### src/rtl/smstep_pkg.sv
// Shared types and codes for the stack machine step engine.
package smstep_pkg;

    localparam int unsigned OpW   = 4;
    localparam int unsigned WordW = 64;
    localparam int unsigned StatW = 3;
    localparam int unsigned LenW  = 11;

    typedef enum logic [OpW-1:0] {
        OP_NOP    = 4'd0,
        OP_PUSH   = 4'd1,
        OP_DUP    = 4'd2,
        OP_PLUS   = 4'd3,
        OP_MINUS  = 4'd4,
        OP_MULT   = 4'd5,
        OP_DIV    = 4'd6,
        OP_JMP    = 4'd7,
        OP_JMP_IF = 4'd8,
        OP_EQ     = 4'd9,
        OP_HALT   = 4'd10,
        OP_PRINT  = 4'd11
    } t_op;

    typedef enum logic [StatW-1:0] {
        ST_OK        = 3'd0,
        ST_OVERFLOW  = 3'd1,
        ST_UNDERFLOW = 3'd2,
        ST_ILLEGAL   = 3'd3,
        ST_BAD_IP    = 3'd4,
        ST_BAD_ARG   = 3'd5,
        ST_DIV_ZERO  = 3'd6
    } t_status;

    // Divider handshake.
    typedef struct packed {
        logic             start;
        logic [WordW-1:0] dividend;
        logic [WordW-1:0] divisor;
    } t_div_req;

endpackage

### src/rtl/smstep_div.sv
// Iterative signed 64-bit divider, one quotient bit per cycle, truncating.
module smstep_div
    import smstep_pkg::*;
(
    input  logic             i_clk,
    input  logic             i_rst_n,
    input  t_div_req         i_req,
    output logic             o_done,
    output logic [WordW-1:0] o_quot
);
    localparam int unsigned CntW = $clog2(WordW) + 1;

    logic             r_busy, n_busy;
    logic [CntW-1:0]  r_cnt, n_cnt;
    logic [WordW-1:0] r_q, n_q;
    logic [WordW-1:0] r_rem, n_rem;
    logic [WordW-1:0] r_dvs, n_dvs;
    logic             r_neg, n_neg;
    logic             r_done, n_done;
    logic [WordW:0]   w_trial;
    logic [WordW:0]   w_shift;

    assign w_shift = {r_rem, r_q[WordW-1]};
    assign w_trial = w_shift - {1'b0, r_dvs};

    // Load magnitudes, then restore-divide one bit per cycle.
    always_comb begin
        n_busy = r_busy;
        n_cnt  = r_cnt;
        n_q    = r_q;
        n_rem  = r_rem;
        n_dvs  = r_dvs;
        n_neg  = r_neg;
        n_done = 1'b0;
        if (i_req.start) begin
            n_busy = 1'b1;
            n_cnt  = CntW'(WordW);
            n_q    = i_req.dividend[WordW-1] ? -i_req.dividend : i_req.dividend;
            n_dvs  = i_req.divisor[WordW-1] ? -i_req.divisor : i_req.divisor;
            n_rem  = '0;
            n_neg  = i_req.dividend[WordW-1] ^ i_req.divisor[WordW-1];
        end else if (r_busy) begin
            if (!w_trial[WordW]) begin
                n_rem = w_trial[WordW-1:0];
                n_q   = {r_q[WordW-2:0], 1'b1};
            end else begin
                n_rem = w_shift[WordW-1:0];
                n_q   = {r_q[WordW-2:0], 1'b0};
            end
            n_cnt = r_cnt - 1'b1;
            if (r_cnt == CntW'(1)) begin
                n_busy = 1'b0;
                n_done = 1'b1;
            end
        end
    end

    always_ff @(posedge i_clk) begin
        if (!i_rst_n) begin
            r_busy <= 1'b0;
            r_done <= 1'b0;
        end else begin
            r_busy <= n_busy;
            r_done <= n_done;
        end
        r_cnt <= n_cnt;
        r_q   <= n_q;
        r_rem <= n_rem;
        r_dvs <= n_dvs;
        r_neg <= n_neg;
    end

    assign o_done = r_done;
    assign o_quot = r_neg ? -r_q : r_q;
endmodule

### config.mk
export PLATFORM = sky130hd
export DESIGN_NAME = smstep_div
export DESIGN_NICKNAME = d
export VERILOG_FILES = /design/src/rtl/smstep_pkg.sv /design/src/rtl/smstep_div.sv
export SDC_FILE = /design/constraint.sdc
export NUM_CORES = 1
export LEC_CHECK = 0
export BUFFER_PORTS_ARGS = -buffer_cell sky130_fd_sc_hd__buf_4
export CAP_MARGIN = 5
export CORE_MARGIN = 2
export CORE_UTILIZATION = 35
export DETAILED_ROUTE_END_ITERATION = 12
export GPL_TIMING_DRIVEN = 1
export PLACE_DENSITY = 0.51
export SLEW_MARGIN = 30
export SYNTH_ARGS = -nofsm -noshare
export SYNTH_HDL_FRONTEND = slang
export SYNTH_SLANG_ARGS = --single-unit
### constraint.sdc
create_clock -name i_clk -period 6.8 [get_ports i_clk]
set_clock_uncertainty 0.05 [all_clocks]
set_input_delay 0.34 -clock i_clk [delete_from_list [all_inputs] [get_ports i_clk]]
set_output_delay 0.34 -clock i_clk [all_outputs]
set_load 0.02 [all_outputs]
==> metrics.txt, run 1 <==
status=finished, final reports clean; Crit Path Category=flop to output port; post-synthesis xor/xnor area fraction=between 10% and 20%; reg2reg end=r_rem[13]; Syn Nets=2116; crit start category=flop; io pins=196; mapped cell area=about 16000 sq um; first-pass iteration count of the detailed router=5; MaxCap Viol Count=0; Seq cells post-synth=202; largest net degree at the start of global routing=89; Tmin final=4.66 ns; first-pass GRT wire length=75.3 mm; CTS tree=built; GPL Wtd Cong=~0.94; setup tns final=0 ns; Leakage=between 7 and 8 nW; Placeable Area=45100 sq um; Max VDD drop=approximately 0.00013 V; die height=around 220 um; critical path peak fanout=5; ys async rst share=0%; Synth Area in Compound Gates=21.3%; R2R cell count=15; CP endpoint kind=output port; Num CTS Buffers=26; die footprint=between 40000 and 50000 sq um; Synth Area in Simple Gates=slightly below 20%; CP Launch Point=r_q[19]; fmax=between 200 and 250 MHz; largest family of logic cells by synthesized area=compound AO/OA/AOI/OAI gates; hold slack final=0.0377 ns; period utilization=68.5%; initial core utilization=a little over a third; # clock sinks=just over 200; Final Util=approximately two fifths; multiplexer share of the synthesized area=under 10%; Avg Cell Area, Syn=slightly above 8 sq um; Layout area overhead=18.7%; Reg clk slew, reported paths=around 0.060 ns; I/O Buffers=a little under 200; antenna-violating nets left=0; instance count of the mapped netlist=between 1500 and 2000; antenna cells=0; final setup fails=0; number of synthesized flops with an enable pin=approximately 130; final WL=between 40 and 50 mm; number of global-route vias before repair=~14000; Tot GR Track Use=about a fifth; CTS root buf=clkbuf_16; Worst R2R Setup Slack=2.21 ns; count leader, synth=nand2_1; DR WL/cell=around 18 um; Worst-Margin Slew=a little under 0.9 ns; Die X=217 um; post-DP HPWL=between 30 and 40 mm; Adder-Cell Fraction of Synth Area=under 10%; Final Hold Fails=0; DRT iter0 DRCs=900; RSZ-0062 raised after global routing=false; Worst EP required=between 6 and 7 ns; Post-route DRC=0; Vias=14454; Main synth FF type=edfxtp_1; clock latency at the later pin of the worst-skew pair=about 0.55 ns; GRT overflow=0; Final Non-Filler Cells=2675; sequential share of the synthesized area=roughly a third; Worst setup endpoint=o_quot[63]; antenna violations before repair=0; row cnt=78; Power Density=around 240 nW/um^2; share of cells above drive strength 1=13.7%; placed insts=2624; total chip power=4.53 mW; leading area contributor after synthesis=edfxtp_1; Slew headroom=between 40% and 50%; clk buf depth=3; Final Max Slew Viols=0; warnings from Yosys=0; Nets=about 2300; top-area cell type share of the netlist area=approximately a quarter; most frequent cells after synthesis=nand2_1, nor2_1, xnor2_1; largest cells by area after synthesis=edfxtp_1, dfxtp_1, xnor2_1; critical path arrival=4.27 ns; post_cts resized=0; Netlist cell types=between 80 and 90; drt via density=5.40; H-tree depth=1; HP Class=input port to flop; FF-to-FF Start=r_q[63]
==> final cells by class <==
| cell class | count | area, sq um |
|---|---|---|
| fill | 4572 | 26200 |
| multi-input combinational | 1514 | 9830 |
| sequential | 202 | 5340 |
| timing repair buffer | 212 | 1610 |
| tap | 600 | 751 |
| clock buffer | 29 | 693 |
| inverter | 99 | 372 |
| clock inverter | 19 | 304 |
==> layer usage <==
metal / GRT usage (%) / vias to the layer above / routed length (um)
met1: 27.4 / 6768 / 22700
met2: 32.0 / 374 / 21300
met3: 2.29 / 66 / 2290
li1: - / 7246 / -
met5: 0 / - / 0
met4: 5.50 / 0 / 1110
==> through the flow <==
stage | area (sq um) | worst slack (ns)
CTS | 18900 | 1.90
floorplan | 15900 | 3.18
global route | 18900 | 1.82
global placement | 17900 | 2.11
finish | 18900 | 2.14
detailed placement | 17900 | 1.95
==> cells by family after synthesis <==
logic type,count (synthesis)
AO/OA/AOI/OAI,521
XOR/XNOR,244
adder cells (fa/ha/maj),70
buffers and inverters,199
flip-flops,202
multiplexers,27
AND/OR/NAND/NOR,652
==> critical path: stages, from the launching register on <==
cell and delay [ns]:
edfxtp_1 0.43, or3_1 0.41, or2_2 0.29, or3_1 0.34, or4_1 0.58, or2_1 0.31
inv_1 0.13, and3_1 0.21, nand3_1 0.23, o31ai_1 0.46, xnor2_1 0.19, buf_4 0.18
==> repair_timing <==
| action | CTS | global route |
|---|---|---|
| hold buffers | 2 | 0 |
| endpoints found under the hold margin | 3 | 0 |
| buffers inserted | 0 | 0 |
==> layout by cell type, fill, tap and decap left out, types with 31 or more instances in the layout <==
| master | synthesis | layout |
|---|---|---|
| inv_1 | 98 | 97 |
| o21ai_0 | 123 | 123 |
| o31ai_1 | 57 | 57 |
| xnor2_1 | 146 | 146 |
| buf_4 | 3 | 208 |
| nor2_1 | 188 | 188 |
| a21oi_1 | 145 | 145 |
| edfxtp_1 | 129 | 129 |
| xor2_1 | 98 | 98 |
| ha_1 | 69 | 69 |
| nand2_1 | 214 | 214 |
| nand3_1 | 45 | 45 |
| dfxtp_1 | 73 | 72 |
| or3_1 | 31 | 31 |
==> how the worst min path moves through the flow <==
stage	startpoint	end	slack, ns	cells after the start
finish	i_req[15]	r_dvs[15]	0.04	2
global route	i_req[8]	r_dvs[8]	0.03	2
CTS	i_req[15]	r_dvs[15]	0.01	2
detailed placement	r_rem[46]	r_rem[46]	0.43	2
global placement	r_rem[46]	r_rem[46]	0.43	2
floorplan	i_req[0]	r_dvs[0]	0.39	0
==> registers in the layout, summed over array words and instances (netlist names) <==
signal / cells
r_cnt: 7
r_dvs: 64
r_busy: 1
r_neg: 1
r_rem: 64
o_done: 1
r_q: 64
==> power by group <==
group          total (mW)  internal [mW]  switching [mW]
sequential           1.56           1.45           0.112
clock                1.60           1.04           0.564
combinational        1.36          0.557           0.807
total                4.53           3.04            1.48
Note: power is estimated with default switching activity, not from simulation.
==> run 2: changes to the inputs <==
clock period = 4.8 ns   (was 6.8 ns; I/O delays follow)
==> run 2 against run 1 <==
Against the previous run:
- final cell count increased by 2.4%
- combinational power is 46% higher
- sequential share of layout area decreased by 0.83 points
- cell area grew 3.0%
- global-route usage increased by 0.32 points
- power grew 40%
- sequential cell count unchanged
- clock power grew 36%
- critical endpoint unchanged
==> metrics.txt, run 2 (same netlist as run 1, synthesis figures left out) <==
CTS tree=built (unchanged); Final Max Slew Viols=0 (unchanged); share of cells above drive strength 1=13.5% (was 13.7%); die footprint=47200 sq um (unchanged); critical path peak fanout=5 (unchanged); CP top delay family=simple AND/OR/NAND/NOR gates (unchanged); initial core utilization=35.3% (unchanged); drt via density=5.35 (was 5.40); post_cts resized=0 (unchanged); clk buf depth=3 (unchanged); Tmin final=between 4 and 5 ns; crit start category=flop (unchanged); Worst-Margin Slew=0.917 ns (was 0.880 ns); CP endpoint kind=output port (unchanged); CTS root buf=clkbuf_16 (unchanged); crit-path cells=or3_1 > or2_2 > or3_1 > or4_1 > or2_1 > inv_1 > and3_1 > nand3_1 > o31ai_1 > xnor2_1 > buf_4 (unchanged); period utilization=approximately 95%; Power Density=327 nW/um^2 (was 240 nW/um^2); clock latency at the later pin of the worst-skew pair=0.56 ns (was 0.55 ns); number of global-route vias before repair=14187 (was 13816); Vias=14650 (was 14454); DRT iter0 DRCs=870 (was 900); Worst R2R Setup Slack=0.51 ns (was 2.21 ns); first-pass GRT wire length=76.6 mm (was 75.3 mm); Reg clk slew, reported paths=0.06 ns (about the same); hold slack final=0.0284 ns (was 0.0377 ns); post-DP HPWL=36.8 mm (was 36.6 mm); most common cell after layout, fill and taps aside=buf_4 (was nand2_1); Final Non-Filler Cells=2738 (was 2675); status=finished, final reports clean (unchanged); DR WL/cell=17.6 um (was 17.7 um); first-pass iteration count of the detailed router=5 (unchanged); Nets=2319 (was 2256); largest registers=r_dvs: 64 flops, r_q: 64 flops, r_rem: 64 flops (unchanged); Post-route DRC=0 (unchanged); H-tree depth=1 (unchanged); setup tns final=0 ns (unchanged); Layout area overhead=22.3% (was 18.7%); Tot GR Track Use=20.0% (was 19.6%); fmax=218 MHz; Worst EP required=4.51 ns (was 6.41 ns); GRT overflow=0 (unchanged); antenna cells=0 (unchanged); most frequent cells in the layout=buf_4, nand2_1, nor2_1, xnor2_1, a21oi_1 (was nand2_1, buf_4, nor2_1, xnor2_1, a21oi_1); Max VDD drop=0.000272 V (was 0.000134 V); Slew headroom=38.9% (was 41.3%); Setup Fix Bufs, Post-CTS=0 (unchanged); RSZ-0062 raised after global routing=false (unchanged); Crit Path Category=flop to output port (unchanged); Worst Path Buf+Inv=2 (unchanged); CP peak stage delay=0.57 ns (was 0.58 ns); FF-to-FF Start=r_q[63] (unchanged); antenna-violating nets left=0 (unchanged); HP Class=input port to flop (unchanged); final setup fails=0 (unchanged); Top cell by count, worst path=or3_1 (unchanged); final WL=48.3 mm (was 47.4 mm); # clock sinks=202 (unchanged); Final Hold Fails=0 (unchanged); Die X=217 um (unchanged); Placeable Area=45100 sq um (unchanged); worst hold start=i_req[2] (was i_req[15]); row cnt=78 (unchanged); CP Launch Point=r_q[19] (unchanged); critical path arrival=4.29 ns (was 4.27 ns); Crit-path slowest cell=or4_1 (unchanged); I/O Buffers=195 (unchanged); largest net degree at the start of global routing=89 (unchanged); Num CTS Buffers=26 (unchanged); MaxCap Viol Count=0 (unchanged); placed insts=2632 (was 2624); GPL Wtd Cong=0.892 (was 0.936); die height=217 um (unchanged); io pins=196 (unchanged); Leakage=7.41 nW (was 7.17 nW); antenna violations before repair=1 (was 0)
[run 2: cell types whose count changed in the layout (fill, tap and decap cells not counted), sizes merged]
cell / delta
buf: +7
bufinv: -4
clkbuf: +9
clkinv: -6
clkinvlp: +1
dlygate4sd3: +56
[run 2: repair_timing]
item	in CTS	in global routing
hold buffers	58	0
endpoints found under the hold margin	60	0
endpoints found under the setup margin	0	0
[run 2: layout make-up]
type	count	area, sq um
inverters	99	374
well taps	600	751
repair buffers	275	2220
flip-flops and latches	202	5340
multi-input cells	1514	9820
clock inverters	10	160
clock buffers	38	800
fillers	4567	25600
[run 2: per-layer routing]
metal	vias to the layer above	GRT usage (%)	part of all wire [%]
met5	-	0	0.025
met4	2	5.11	2.0
met3	62	2.99	5.3
met2	380	32.9	45
met1	6847	27.3	47
li1	7359	-	-
[run 2: worst register-to-register path, delay by kind of cell (launching register included)]
family / cells / cell delay (ns)
flops: 1 / 0.39
compound gates: 8 / 2.27
fa+ha+maj: 2 / 0.63
simple gates: 2 / 0.33
buf+inv: 2 / 0.52
[run 2: power breakdown]
| group | internal (mW) | leakage, nW | switching [mW] |
|---|---|---|---|
| logic | 0.823 | 5.09 | 1.15 |
| registers | 2.06 | 1.86 | 0.161 |
| clock network | 1.37 | 0.459 | 0.798 |
[run 2: worst paths after layout]
check,endpoint,cells after the start
max,o_quot[63],11
min,r_dvs[2],2
max reg2reg,r_rem[40],14
min reg2reg,r_cnt[1],2
[run 2: metrics by stage]
step	cell area [sq um]	total power, mW	utilization [%]	setup slack [ns]
after floorplan	15900	3.49	-	1.18
after CTS	19500	6.41	43.2	0.159
after global routing	19500	6.71	43.2	0.00295
after global placement	17900	4.17	39.7	0.627
final	19500	6.36	43.2	0.222
after detailed placement	17900	4.18	39.8	0.494
